==> src/rtl/tapt_pkg.sv <==
// Shared types, constants and the control program of the three-axis thrust unit.
// Used by tapt_qmul and three_axis_pid_thrust_unit; depends on nothing else.
package tapt_pkg;

    localparam int DATA_W    = 32;
    localparam int CFG_W     = 31;
    localparam int CFG_N     = 8;
    localparam int CFG_IDX_W = 3;
    localparam int OPA_W     = 33;
    localparam int PROD_W    = 48;
    localparam int ACC_W     = 50;
    localparam int STEP_W    = 4;
    localparam int AXIS_N    = 3;
    localparam int AXIS_W    = 2;
    localparam int AXES_DEF  = 3;

    localparam logic [CFG_IDX_W-1:0] REG_STEP_TIME = 3'd0;
    localparam logic [CFG_IDX_W-1:0] REG_GAIN_P    = 3'd1;
    localparam logic [CFG_IDX_W-1:0] REG_GAIN_I    = 3'd2;
    localparam logic [CFG_IDX_W-1:0] REG_GAIN_D    = 3'd3;
    localparam logic [CFG_IDX_W-1:0] REG_WINDUP    = 3'd4;
    localparam logic [CFG_IDX_W-1:0] REG_ACCEL_LIM = 3'd5;
    localparam logic [CFG_IDX_W-1:0] REG_MASS      = 3'd6;
    localparam logic [CFG_IDX_W-1:0] REG_GRAVITY   = 3'd7;

    localparam logic [CFG_W-1:0] CFG_RESET [CFG_N] = '{
        31'd655, 31'd0, 31'd0, 31'd0, 31'd0, 31'd0, 31'd65536, 31'd642690
    };

    localparam logic [AXIS_W-1:0] AXIS_LAST = 2'd2;
    localparam logic [AXIS_W-1:0] AXIS_Z    = 2'd2;

    localparam logic [STEP_W-1:0] ST_START   = 4'd0;
    localparam logic [STEP_W-1:0] ST_FORCE   = 4'd9;
    localparam logic [STEP_W-1:0] ST_UNCTRL  = 4'd14;
    localparam logic [STEP_W-1:0] ST_FINISH  = 4'd15;

    localparam logic signed [ACC_W-1:0] S32_MAX = ACC_W'(64'sd2147483647);
    localparam logic signed [ACC_W-1:0] S32_MIN = -ACC_W'(64'sd2147483648);

    typedef enum logic [2:0] {
        A_E, A_EV, A_INTEG, A_ACCEL, A_MASS
    } t_asel;

    typedef enum logic [2:0] {
        B_DT, B_KP, B_KI, B_KD, B_MASS, B_GRAV
    } t_bsel;

    typedef enum logic [2:0] {
        ACC_NOP, ACC_CLR, ACC_LOADI, ACC_LOADP, ACC_ADD, ACC_SUBZ
    } t_accop;

    typedef enum logic [1:0] {
        WR_NONE, WR_INTEG, WR_ACCEL, WR_FORCE
    } t_wrop;

    typedef enum logic [2:0] {
        J_NONE, J_UNCTRL, J_ALWAYS, J_AXIS, J_FINISH
    } t_jmp;

    typedef struct packed {
        t_asel              a_sel;
        t_bsel              b_sel;
        t_accop             acc_op;
        t_wrop              wr_op;
        t_jmp               jmp;
        logic [STEP_W-1:0]  target;
    } t_uop;

    function automatic t_uop ucode(input logic [STEP_W-1:0] step);
        t_uop u;
        u = '{A_E, B_DT, ACC_NOP, WR_NONE, J_NONE, ST_START};
        case (step)
            4'd0:  u = '{A_E,     B_DT,   ACC_CLR,   WR_NONE,  J_UNCTRL, ST_UNCTRL};
            4'd1:  u = '{A_E,     B_DT,   ACC_LOADI, WR_NONE,  J_NONE,   ST_START};
            4'd2:  u = '{A_E,     B_KP,   ACC_NOP,   WR_NONE,  J_NONE,   ST_START};
            4'd3:  u = '{A_EV,    B_KD,   ACC_ADD,   WR_NONE,  J_NONE,   ST_START};
            4'd4:  u = '{A_E,     B_DT,   ACC_LOADP, WR_INTEG, J_NONE,   ST_START};
            4'd5:  u = '{A_INTEG, B_KI,   ACC_ADD,   WR_NONE,  J_NONE,   ST_START};
            4'd6:  u = '{A_E,     B_DT,   ACC_NOP,   WR_NONE,  J_NONE,   ST_START};
            4'd7:  u = '{A_E,     B_DT,   ACC_ADD,   WR_NONE,  J_NONE,   ST_START};
            4'd8:  u = '{A_E,     B_DT,   ACC_CLR,   WR_ACCEL, J_NONE,   ST_START};
            4'd9:  u = '{A_ACCEL, B_MASS, ACC_NOP,   WR_NONE,  J_NONE,   ST_START};
            4'd10: u = '{A_MASS,  B_GRAV, ACC_NOP,   WR_NONE,  J_NONE,   ST_START};
            4'd11: u = '{A_E,     B_DT,   ACC_ADD,   WR_NONE,  J_NONE,   ST_START};
            4'd12: u = '{A_E,     B_DT,   ACC_SUBZ,  WR_NONE,  J_NONE,   ST_START};
            4'd13: u = '{A_E,     B_DT,   ACC_NOP,   WR_FORCE, J_AXIS,   ST_START};
            4'd14: u = '{A_E,     B_DT,   ACC_NOP,   WR_ACCEL, J_ALWAYS, ST_FORCE};
            4'd15: u = '{A_E,     B_DT,   ACC_NOP,   WR_NONE,  J_FINISH, ST_START};
            default: u = '{A_E,   B_DT,   ACC_NOP,   WR_NONE,  J_NONE,   ST_START};
        endcase
        return u;
    endfunction

    function automatic logic signed [DATA_W-1:0] clamp_sym(
        input logic signed [ACC_W-1:0] v,
        input logic [CFG_W-1:0]        lim
    );
        logic signed [ACC_W-1:0] l;
        logic signed [ACC_W-1:0] nl;
        logic signed [ACC_W-1:0] r;
        l  = signed'({{(ACC_W-CFG_W){1'b0}}, lim});
        nl = -l;
        if (v > l) begin
            r = l;
        end else if (v < nl) begin
            r = nl;
        end else begin
            r = v;
        end
        return r[DATA_W-1:0];
    endfunction

    function automatic logic signed [DATA_W-1:0] sat32(input logic signed [ACC_W-1:0] v);
        logic signed [ACC_W-1:0] r;
        if (v > S32_MAX) begin
            r = S32_MAX;
        end else if (v < S32_MIN) begin
            r = S32_MIN;
        end else begin
            r = v;
        end
        return r[DATA_W-1:0];
    endfunction

endpackage

==> src/rtl/tapt_qmul.sv <==
// Two-stage Q16.16 multiplier: signed operand by unsigned operand, rounded toward zero.
// Splits the magnitude into two partial products; uses tapt_pkg widths.
module tapt_qmul (
    input  logic                                 i_clk,
    input  logic signed [tapt_pkg::OPA_W-1:0]    i_a,
    input  logic        [tapt_pkg::CFG_W-1:0]    i_b,
    output logic signed [tapt_pkg::PROD_W-1:0]   o_p
);

    localparam int LO_W  = 17;
    localparam int HI_W  = tapt_pkg::OPA_W - LO_W;
    localparam int PL_W  = LO_W + tapt_pkg::CFG_W;
    localparam int PH_W  = HI_W + tapt_pkg::CFG_W;
    localparam int FULL_W = PH_W + LO_W;

    logic [tapt_pkg::OPA_W-1:0]      mag;
    logic [PL_W-1:0]                 n_pl;
    logic [PH_W-1:0]                 n_ph;
    logic [PL_W-1:0]                 r_pl;
    logic [PH_W-1:0]                 r_ph;
    logic                            r_neg;
    logic [FULL_W-1:0]               full;
    logic [tapt_pkg::PROD_W-1:0]     mag_p;
    logic signed [tapt_pkg::PROD_W-1:0] n_p;
    logic signed [tapt_pkg::PROD_W-1:0] r_p;

    always_comb begin
        mag  = i_a[tapt_pkg::OPA_W-1] ? (~i_a + 1'b1) : i_a;
        n_pl = PL_W'(mag[LO_W-1:0]) * PL_W'(i_b);
        n_ph = PH_W'(mag[tapt_pkg::OPA_W-1:LO_W]) * PH_W'(i_b);
        full = {r_ph, {LO_W{1'b0}}} + FULL_W'(r_pl);
        mag_p = full[FULL_W-1:16];
        n_p  = r_neg ? -signed'(mag_p) : signed'(mag_p);
    end

    always_ff @(posedge i_clk) begin
        r_pl  <= n_pl;
        r_ph  <= n_ph;
        r_neg <= i_a[tapt_pkg::OPA_W-1];
        r_p   <= n_p;
    end

    assign o_p = r_p;

endmodule

==> src/rtl/three_axis_pid_thrust_unit.sv <==
// Top level of the three-axis PID thrust unit: register file, sequencer and datapath.
// Depends on tapt_pkg and tapt_qmul.
//
// Usage:
//   Requests enter on i_in_valid / o_in_ready carrying position, velocity and
//   target of three axes plus a flag that zeroes the integrators first.
//   Results leave on o_out_valid / i_out_ready as three saturated forces.
//   Configuration is a plain write port (i_cfg_we, i_cfg_idx, i_cfg_data),
//   taken at any edge with i_cfg_we high; write only while idle.
// Sequence:
//   A request is worked by a 16-word control program driving one shared
//   two-stage multiplier: steps 0 to 13 run for each controlled axis,
//   steps 0, 14 and 9 to 13 for each uncontrolled axis, then the
//   finishing step 15 loads the result. o_in_ready stays low while a
//   request is worked, so no new request is taken until it has finished.
// Reset:
//   Restores register defaults, zeroes integrators, empties the output.
// Stall:
//   A finished result waits in the output register; the next request may
//   be taken and worked meanwhile, and its finishing step holds until the
//   output register is free.
module three_axis_pid_thrust_unit #(
    parameter int AXES = tapt_pkg::AXES_DEF
) (
    input  logic                                    i_clk,
    input  logic                                    i_rst_n,
    input  logic                                    i_cfg_we,
    input  logic [tapt_pkg::CFG_IDX_W-1:0]          i_cfg_idx,
    input  logic [tapt_pkg::CFG_W-1:0]              i_cfg_data,
    input  logic                                    i_in_valid,
    output logic                                    o_in_ready,
    input  logic signed [tapt_pkg::DATA_W-1:0]      i_pos_x,
    input  logic signed [tapt_pkg::DATA_W-1:0]      i_pos_y,
    input  logic signed [tapt_pkg::DATA_W-1:0]      i_pos_z,
    input  logic signed [tapt_pkg::DATA_W-1:0]      i_vel_x,
    input  logic signed [tapt_pkg::DATA_W-1:0]      i_vel_y,
    input  logic signed [tapt_pkg::DATA_W-1:0]      i_vel_z,
    input  logic signed [tapt_pkg::DATA_W-1:0]      i_goal_x,
    input  logic signed [tapt_pkg::DATA_W-1:0]      i_goal_y,
    input  logic signed [tapt_pkg::DATA_W-1:0]      i_goal_z,
    input  logic                                    i_clear_integrators,
    output logic                                    o_out_valid,
    input  logic                                    i_out_ready,
    output logic signed [tapt_pkg::DATA_W-1:0]      o_force_x,
    output logic signed [tapt_pkg::DATA_W-1:0]      o_force_y,
    output logic signed [tapt_pkg::DATA_W-1:0]      o_force_z
);

    localparam logic [tapt_pkg::AXIS_W-1:0] AXES_LIM = tapt_pkg::AXIS_W'(AXES);

    logic                                   r_busy;
    logic                                   n_busy;
    logic [tapt_pkg::STEP_W-1:0]            r_step;
    logic [tapt_pkg::STEP_W-1:0]            n_step;
    logic [tapt_pkg::AXIS_W-1:0]            r_axis;
    logic [tapt_pkg::AXIS_W-1:0]            n_axis;
    logic                                   r_out_valid;
    logic                                   n_out_valid;
    logic                                   accept;
    logic                                   load_out;
    tapt_pkg::t_uop                         uop;

    logic [tapt_pkg::CFG_W-1:0]             r_cfg   [tapt_pkg::CFG_N];
    logic signed [tapt_pkg::DATA_W-1:0]     r_integ [tapt_pkg::AXIS_N];
    logic signed [tapt_pkg::DATA_W-1:0]     r_pos   [tapt_pkg::AXIS_N];
    logic signed [tapt_pkg::DATA_W-1:0]     r_vel   [tapt_pkg::AXIS_N];
    logic signed [tapt_pkg::DATA_W-1:0]     r_goal  [tapt_pkg::AXIS_N];
    logic signed [tapt_pkg::DATA_W-1:0]     r_res   [tapt_pkg::AXIS_N];
    logic signed [tapt_pkg::DATA_W-1:0]     r_accel;
    logic signed [tapt_pkg::ACC_W-1:0]      r_acc;
    logic signed [tapt_pkg::ACC_W-1:0]      n_acc;
    logic signed [tapt_pkg::DATA_W-1:0]     r_force_x;
    logic signed [tapt_pkg::DATA_W-1:0]     r_force_y;
    logic signed [tapt_pkg::DATA_W-1:0]     r_force_z;

    logic signed [tapt_pkg::OPA_W-1:0]      opa;
    logic        [tapt_pkg::CFG_W-1:0]      opb;
    logic signed [tapt_pkg::PROD_W-1:0]     prod;
    logic signed [tapt_pkg::ACC_W-1:0]      prod_x;

    assign accept     = i_in_valid && !r_busy;
    assign o_in_ready = !r_busy;
    assign uop        = tapt_pkg::ucode(r_step);

    always_comb begin
        case (uop.a_sel)
            tapt_pkg::A_E:     opa = tapt_pkg::OPA_W'(r_goal[r_axis])
                                     - tapt_pkg::OPA_W'(r_pos[r_axis]);
            tapt_pkg::A_EV:    opa = -tapt_pkg::OPA_W'(r_vel[r_axis]);
            tapt_pkg::A_INTEG: opa = tapt_pkg::OPA_W'(r_integ[r_axis]);
            tapt_pkg::A_ACCEL: opa = tapt_pkg::OPA_W'(r_accel);
            tapt_pkg::A_MASS:  opa = signed'({2'b00, r_cfg[tapt_pkg::REG_MASS]});
            default:           opa = '0;
        endcase
        case (uop.b_sel)
            tapt_pkg::B_DT:   opb = r_cfg[tapt_pkg::REG_STEP_TIME];
            tapt_pkg::B_KP:   opb = r_cfg[tapt_pkg::REG_GAIN_P];
            tapt_pkg::B_KI:   opb = r_cfg[tapt_pkg::REG_GAIN_I];
            tapt_pkg::B_KD:   opb = r_cfg[tapt_pkg::REG_GAIN_D];
            tapt_pkg::B_MASS: opb = r_cfg[tapt_pkg::REG_MASS];
            tapt_pkg::B_GRAV: opb = r_cfg[tapt_pkg::REG_GRAVITY];
            default:          opb = '0;
        endcase
    end

    tapt_qmul u_qmul (
        .i_clk (i_clk),
        .i_a   (opa),
        .i_b   (opb),
        .o_p   (prod)
    );

    assign prod_x = tapt_pkg::ACC_W'(prod);

    always_comb begin
        case (uop.acc_op)
            tapt_pkg::ACC_CLR:   n_acc = '0;
            tapt_pkg::ACC_LOADI: n_acc = tapt_pkg::ACC_W'(r_integ[r_axis]);
            tapt_pkg::ACC_LOADP: n_acc = prod_x;
            tapt_pkg::ACC_ADD:   n_acc = r_acc + prod_x;
            tapt_pkg::ACC_SUBZ:  n_acc = (r_axis == tapt_pkg::AXIS_Z) ? r_acc - prod_x : r_acc;
            default:             n_acc = r_acc;
        endcase
    end

    always_comb begin
        n_busy   = r_busy;
        n_step   = r_step;
        n_axis   = r_axis;
        load_out = 1'b0;
        if (!r_busy) begin
            if (i_in_valid) begin
                n_busy = 1'b1;
                n_step = tapt_pkg::ST_START;
                n_axis = '0;
            end
        end else begin
            n_step = tapt_pkg::STEP_W'(r_step + 1'b1);
            case (uop.jmp)
                tapt_pkg::J_UNCTRL: begin
                    if (r_axis >= AXES_LIM) begin
                        n_step = uop.target;
                    end
                end
                tapt_pkg::J_ALWAYS: begin
                    n_step = uop.target;
                end
                tapt_pkg::J_AXIS: begin
                    if (r_axis == tapt_pkg::AXIS_LAST) begin
                        n_step = tapt_pkg::ST_FINISH;
                    end else begin
                        n_axis = tapt_pkg::AXIS_W'(r_axis + 1'b1);
                        n_step = uop.target;
                    end
                end
                tapt_pkg::J_FINISH: begin
                    if (!r_out_valid || i_out_ready) begin
                        load_out = 1'b1;
                        n_busy   = 1'b0;
                        n_step   = tapt_pkg::ST_START;
                    end else begin
                        n_step = r_step;
                    end
                end
                default: begin
                end
            endcase
        end
        n_out_valid = load_out || (r_out_valid && !i_out_ready);
    end

    always_ff @(posedge i_clk) begin
        if (!i_rst_n) begin
            r_busy      <= 1'b0;
            r_step      <= tapt_pkg::ST_START;
            r_axis      <= '0;
            r_out_valid <= 1'b0;
            for (int i = 0; i < tapt_pkg::CFG_N; i++) begin
                r_cfg[i] <= tapt_pkg::CFG_RESET[i];
            end
            for (int i = 0; i < tapt_pkg::AXIS_N; i++) begin
                r_integ[i] <= '0;
            end
        end else begin
            r_busy      <= n_busy;
            r_step      <= n_step;
            r_axis      <= n_axis;
            r_out_valid <= n_out_valid;
            if (i_cfg_we) begin
                r_cfg[i_cfg_idx] <= i_cfg_data;
            end
            if (accept && i_clear_integrators) begin
                for (int i = 0; i < tapt_pkg::AXIS_N; i++) begin
                    r_integ[i] <= '0;
                end
            end else if (r_busy && uop.wr_op == tapt_pkg::WR_INTEG) begin
                r_integ[r_axis] <= tapt_pkg::clamp_sym(r_acc, r_cfg[tapt_pkg::REG_WINDUP]);
            end
        end
    end

    always_ff @(posedge i_clk) begin
        if (accept) begin
            r_pos[0]  <= i_pos_x;
            r_pos[1]  <= i_pos_y;
            r_pos[2]  <= i_pos_z;
            r_vel[0]  <= i_vel_x;
            r_vel[1]  <= i_vel_y;
            r_vel[2]  <= i_vel_z;
            r_goal[0] <= i_goal_x;
            r_goal[1] <= i_goal_y;
            r_goal[2] <= i_goal_z;
        end
        if (r_busy) begin
            r_acc <= n_acc;
            if (uop.wr_op == tapt_pkg::WR_ACCEL) begin
                r_accel <= tapt_pkg::clamp_sym(r_acc, r_cfg[tapt_pkg::REG_ACCEL_LIM]);
            end
            if (uop.wr_op == tapt_pkg::WR_FORCE) begin
                r_res[r_axis] <= tapt_pkg::sat32(r_acc);
            end
        end
        if (load_out) begin
            r_force_x <= r_res[0];
            r_force_y <= r_res[1];
            r_force_z <= r_res[2];
        end
    end

    assign o_out_valid = r_out_valid;
    assign o_force_x   = r_force_x;
    assign o_force_y   = r_force_y;
    assign o_force_z   = r_force_z;

`ifndef SYNTH
    a_accept_starts: assert property (@(posedge i_clk) disable iff (!i_rst_n)
        accept |=> (r_busy && r_step == tapt_pkg::ST_START && r_axis == '0))
        else $error("request taken but sequencer did not start");

    a_load_at_finish: assert property (@(posedge i_clk) disable iff (!i_rst_n)
        $rose(r_out_valid) |-> $past(r_busy && r_step == tapt_pkg::ST_FINISH))
        else $error("result loaded outside the finishing step");

    a_finish_holds: assert property (@(posedge i_clk) disable iff (!i_rst_n)
        (r_busy && r_step == tapt_pkg::ST_FINISH && r_out_valid && !i_out_ready)
        |=> (r_busy && r_step == tapt_pkg::ST_FINISH))
        else $error("finishing step left while output blocked");

    a_axis_range: assert property (@(posedge i_clk) disable iff (!i_rst_n)
        r_busy |-> (r_axis <= tapt_pkg::AXIS_LAST))
        else $error("axis counter out of range");
`endif

endmodule

==> config.mk <==
export PLATFORM = sky130hd
export DESIGN_NAME = three_axis_pid_thrust_unit
export DESIGN_NICKNAME = d
export VERILOG_FILES = /design/src/rtl/tapt_pkg.sv /design/src/rtl/tapt_qmul.sv /design/src/rtl/three_axis_pid_thrust_unit.sv
export SDC_FILE = /design/constraint.sdc
export NUM_CORES = 2
export LEC_CHECK = 0
export CORE_MARGIN = 1
export CORE_UTILIZATION = 50
export DETAILED_ROUTE_END_ITERATION = 10
export DONT_BUFFER_PORTS = 1
export SLEW_MARGIN = 20
export SYNTH_ARGS = -nofsm -noshare
export SYNTH_HDL_FRONTEND = slang
export SYNTH_SLANG_ARGS = --single-unit
==> constraint.sdc <==
create_clock -name i_clk -period 20.9 [get_ports i_clk]
set_clock_uncertainty 0.05 [all_clocks]
set_input_delay 2.09 -clock i_clk [delete_from_list [all_inputs] [get_ports i_clk]]
set_output_delay 2.09 -clock i_clk [all_outputs]
set_load 0.1 [all_outputs]
* Word level (Yosys, flattened, before mapping)
Memory sizes are Yosys's and may differ from the RTL's. A register that Yosys moved wholly into a read port is not among the register bits.
Cells that the tools add are included.
** Word-level totals
- Register bits :: 234
- Bits in writable memories :: 728
- Bits in read-only memories :: 288
- Input bits :: 328
- Logic and storage cells :: 156
- Memories kept :: 7
** Memories
- (name not given) :: words 16, bits a word 18, read ports 1, clocked after memory_dff 1, wr ports 0, RTL line tapt_pkg.sv:73 : case (step)
- r_cfg :: words 8, bits a word 31, read ports 8, clocked after memory_dff 0, wr ports 8, RTL line three_axis_pid_thrust_unit.sv:63 : logic [tapt_pkg::CFG_W-1:0] r_cfg [tapt_pkg::CFG_N];
- r_goal :: words 3, bits a word 32, read ports 1, clocked after memory_dff 1, wr ports 3, RTL line three_axis_pid_thrust_unit.sv:67 : logic signed [tapt_pkg::DATA_W-1:0] r_goal [tapt_pkg::AXIS_N];
- r_integ :: words 3, bits a word 32, read ports 1, clocked after memory_dff 1, wr ports 3, RTL line three_axis_pid_thrust_unit.sv:64 : logic signed [tapt_pkg::DATA_W-1:0] r_integ [tapt_pkg::AXIS_N];
- r_pos :: words 3, bits a word 32, read ports 1, clocked after memory_dff 1, wr ports 3, RTL line three_axis_pid_thrust_unit.sv:65 : logic signed [tapt_pkg::DATA_W-1:0] r_pos [tapt_pkg::AXIS_N];
- r_res :: words 3, bits a word 32, read ports 3, clocked after memory_dff 3, wr ports 1, RTL line three_axis_pid_thrust_unit.sv:68 : logic signed [tapt_pkg::DATA_W-1:0] r_res [tapt_pkg::AXIS_N];
- 1 more memories
** Operators by class
- $add $sub $neg :: 11
- $mul :: 2
- Magnitude comparators :: 7
- Equal/unequal tests :: 26
- Multiplexer cells :: 69
- Bitwise logic cells :: 4
- Reductions and logical operators :: 19
** Operator list (number)
- $mux W32 :: 14
- $pmux W50 S5 :: 1
- $pmux W31 S6 :: 1
- $pmux W33 S5 :: 1
- $gt A50 B32 Y1 :: 2
- $lt A50 B50 Y1 :: 2
- $neg A31 Y50 :: 2
- $add A64 B48 Y64 :: 1
- $mux W31 :: 2
- $add A50 B48 Y50 :: 1
- $gt A50 B32 Y1 const B :: 1
- $lt A50 B32 Y1 const B :: 1
- $mux W50 :: 1
- $sub A50 B48 Y50 :: 1
- $mul A17 B31 Y48 :: 1
- $mux W48 :: 1
- $neg A48 Y48 :: 1
- $mul A16 B31 Y47 :: 1
- $add A33 B1 Y33 const B :: 1
- $mux W33 :: 1
- $neg A32 Y33 :: 1
- $not A33 Y33 :: 1
- $sub A32 B32 Y33 :: 1
- $reduce_or A32 Y1 :: 1
- 26 further kinds :: 97

* Depth between registers and ports, before layout
An unclocked memory read counts as a cell.
- Depth after elaboration :: 9
- Depth in mapped cells :: 53
- Mapped depth without buffers :: 42

* Hierarchy
A second synthesis with hierarchy kept.
** Second synthesis, totals
- Cells, all modules :: 8779
- Area, all modules :: 89220.6 um^2
** Modules (own cells, without submodules)
- three_axis_pid_thrust_unit :: instances 1, cells an instance 4306, area an instance 50684.9 um^2
- tapt_qmul :: instances 1, cells an instance 4473, area an instance 38535.7 um^2

* Least setup slack after synthesis
OpenSTA, ideal clock, no wires.
- Kind :: input port to flip-flop
- Start :: input port i_in_valid
- End :: memory r_integ[0][0] in the netlist's numbering (enable)
- Setup time :: 396 ps
- Arrival :: 18230 ps
- Data required time :: 20454 ps
- Setup slack :: 2224 ps
- Cell stages on the path :: 3
- Buffers on the path :: 0
- Cell sequence :: nor2b_1 a21boi_0 nand2_1
** RTL lines
- from (decl) :: RTL line three_axis_pid_thrust_unit.sv:30 : input logic i_in_valid,
- to (decl) :: RTL line three_axis_pid_thrust_unit.sv:64

==> qor.csv <==
stage,metric,value,unit
synth,yosys warns,0,
sta,unrepaired setup endpoints after global routing,false,
cells_and_area,Final #Nets,10129,
route,vias,64641,
sta,final worst-path cycle share,64.4,%
route,Routed Antenna Nets,0,
sta,Fin Hold WS,0.357,ns
synth,synthesized area per cell,10.3,um^2
status,status,"finished, final reports clean",
worst_setup_path,Startpoint Class,flop,
sta,Worst-Margin Slew,1.22,ns
place,buffers added on ports,0,
cells_and_area,Reg area,31300,um^2
worst_setup_path,"most used cell, CP",fa_1,
worst_setup_path,crit end category,flop,
synth,most frequent cells after synthesis,"1062 x inv_1, 938 x edfxtp_1, 920 x nand2_1",
route,Vias/cell,5.95,
grt,number of global-route vias before repair,65157,
floorplanning,# rows,153,
synth,Adder-Cell Fraction of Synth Area,26.6,%
clock_tree,CTS tree,done,
floorplanning,Initial Util,50.4,%
grt,largest net degree at the start of global routing,92,
clock_tree,clock buffer depth,3,
sta,Fin Setup TNS,0,ns
grt,total grt overflow,0,
sta,Final Max Tran Viols,0,
route,WL final,283,mm
synth,xor and xnor area share after synthesis,3.59,%
route,Routed wire per std cell,26.0,um
synth,cell taking the most area after synthesis,edfxtp_1,
worst_setup_path,"Slowest-stage cell, CP",or4_4,
worst_setup_path,WP data required,21.55,ns
synth,Compound-Gate Fraction of Synth Area,10.5,%
synth,Post-Syn Nets,10240,
clock_tree,Root Driver,clkbuf_16,
place,Detail Placement HPWL,211,mm
synth,most frequently used flop master after synthesis,edfxtp_1,
clock_tree,number of gates resized after cts,0,
worst_setup_path,CP max stage delay,0.74,ns
floorplanning,Die Ht,421,um
clock_tree,worst skew pair latency,0.79,ns
cells_and_area,multi-input logic area,51400,um^2
route,post-route DRC violation count,0,
clock_tree,CTS Buf Count,115,
sta,Final min period,13.45,ns
floorplanning,Die ar.,177000,um^2
synth,gate count of the mapped netlist,8546,
grt,total global-route track usage,31.6,%
sta,final setup vio count,0,
clock_tree,"Clk pin slew, worst setup/hold paths",0.06,ns
flow_run,max cap viols,0,
floorplanning,num ports,426,
synth,Yosys cell types,96,
clock_tree,CTS H-Tree Depth,3,
place,GP Congestion,0.930,
synth,top cell type's share of synthesized area,32.1,%
clock_tree,post-CTS setup buffer count,0,
place,pre-CTS WS,7.61,ns
sta,final hold violation count,0,
synth,largest family of logic cells by synthesized area,adder cells,
sta,Slew HR,18.2,%
hold_path,Hold Path Class,flop to flop,
worst_setup_path,Worst EP arrival,14.10,ns
floorplanning,Core ar.,174000,um^2
floorplanning,die width,421,um
grt,initial antenna violation count,46,
synth,fraction of the mapped netlist area in simple logic gates,14.5,%
cells_and_area,Filler Cell Count,15270,
sta,setup ws final,7.45,ns
sta,Fmax achieved,74.3,MHz
synth,"Cell Area, Synth",87800,um^2
synth,most frequent cell after synthesis,inv_1,
cells_and_area,area growth from synthesis to layout,8.02,%
clock_tree,CTS Sinks,1093,
worst_setup_path,worst-path fanout max,44,
synth,Post-synth EDFFs,938,
worst_setup_path,Crit Path Category,flop to flop,
cells_and_area,Finished Core Util,54.4,%
clock_tree,Post-CTS Hold Fix Bufs,0,
synth,mux cell area share after synthesis,2.81,%
synth,"Seq/Total Area, Yosys",35.6,%
synth,ys async rst share,0,%
route,Initial DRC Count,6466,
cells_and_area,layout cells sized above 1,6.21,%
route,DRT Pass-1 Iters,9,
synth,#FFs+latches synth,1093,
grt,first-pass GRT wire length,420,mm
synth,Synth area leaders,"edfxtp_1 32%, fa_1 19%, ha_1 7.5%, inv_1 4.5%, nand2_1 3.9%",
-- sequential cells by signal (all words and copies together) (netlist names), named ones only --
name,flops
o_force_x,32
o_force_y,32
o_force_z,32
o_out_valid,1
r_acc,50
r_accel,32
r_axis,2
r_busy,1
r_cfg,248
r_goal,96
r_integ,128
r_pos,96
r_res,96
r_step,4
r_vel,96
u_qmul.o_p,48
u_qmul.r_neg,1
u_qmul.r_ph,47
u_qmul.r_pl,32
uop,17
-- cells by family (layout without fill, tap and decap cells) --
family / count (synthesis) / in the layout
multiplexers: 201 / 201
other: 0 / 12
adder cells (fa/ha/maj): 1366 / 1366
buffers and inverters: 1468 / 1454
AO/OA/AOI/OAI: 1364 / 1364
AND/OR/NAND/NOR: 2694 / 2694
XOR/XNOR: 360 / 360
flip-flops: 1093 / 1093
-- path summary, 6_finish.rpt --
kind	start	endpoint	slack, ns	cells after the start
setup / recovery	flop	u_qmul.r_ph[46]	7.45	39
hold / removal	r_res[1][21]	o_force_y[21]	0.36	0
setup reg to reg	flop	u_qmul.r_ph[46]	7.45	39
hold reg to reg	r_res[1][21]	o_force_y[21]	0.36	0
-- final cells by class --
| cell class | count | area share (%) |
|---|---|---|
| multi-input combinational | 5985 | 54.2 |
| sequential | 1093 | 33.0 |
| inverter | 1063 | 4.21 |
| clock buffer | 148 | 3.30 |
| tap | 2325 | 3.07 |
| timing repair buffer | 177 | 1.41 |
| clock inverter | 66 | 0.832 |
| antenna | 12 | 0.0317 |
-- layer usage --
metal  wire length, um  vias to the layer above  share of wire (%)  global-route usage, %
met2            132000                     2997                 47                   51.2
met4             14400                       18                5.1                   14.2
met1            112000                    32279                 40                   41.0
met5               118                        -              0.042                      0
met3             24400                      599                8.6                   6.35
li1                  -                    28748                  -                      -
-- cells in the final DEF (no fill, tap or decap), types with 87 or more instances in the layout --
cell type / n
a21o_1: 160
fa_1: 839
nand2_1: 920
nand3_1: 103
nand2b_1: 100
nor2_1: 689
inv_1: 1062
nor3_1: 125
mux2i_1: 141
clkbuf_16: 116
o21ai_0: 268
a21oi_1: 296
and2_1: 379
a22oi_1: 87
ha_1: 527
edfxtp_1: 938
xnor2_1: 241
dfxtp_1: 152
buf_4: 176
xor2_1: 92
-- stage by stage --
step | std cells | area (um^2)
after global routing | 10863 | 94800
final | 10869 | 94800
after detailed placement | 10642 | 90900
after CTS | 10856 | 94800
after floorplan | 8546 | 87800
after global placement | 10642 | 90900
-- critical path: cells and delay by family (launching register included) --
kind	cells	cell delay, ns
XOR/XNOR	2	0.31
AO/OA/AOI/OAI	17	4.76
flip-flops	1	0.55
AND/OR/NAND/NOR	7	2.06
multiplexers	1	0.26
adder cells (fa/ha/maj)	8	3.82
buffers and inverters	4	1.41
Power is left out: the tool's default activity adds up to more than one toggle a clock period on the data nets, which glitch-free logic cannot reach.
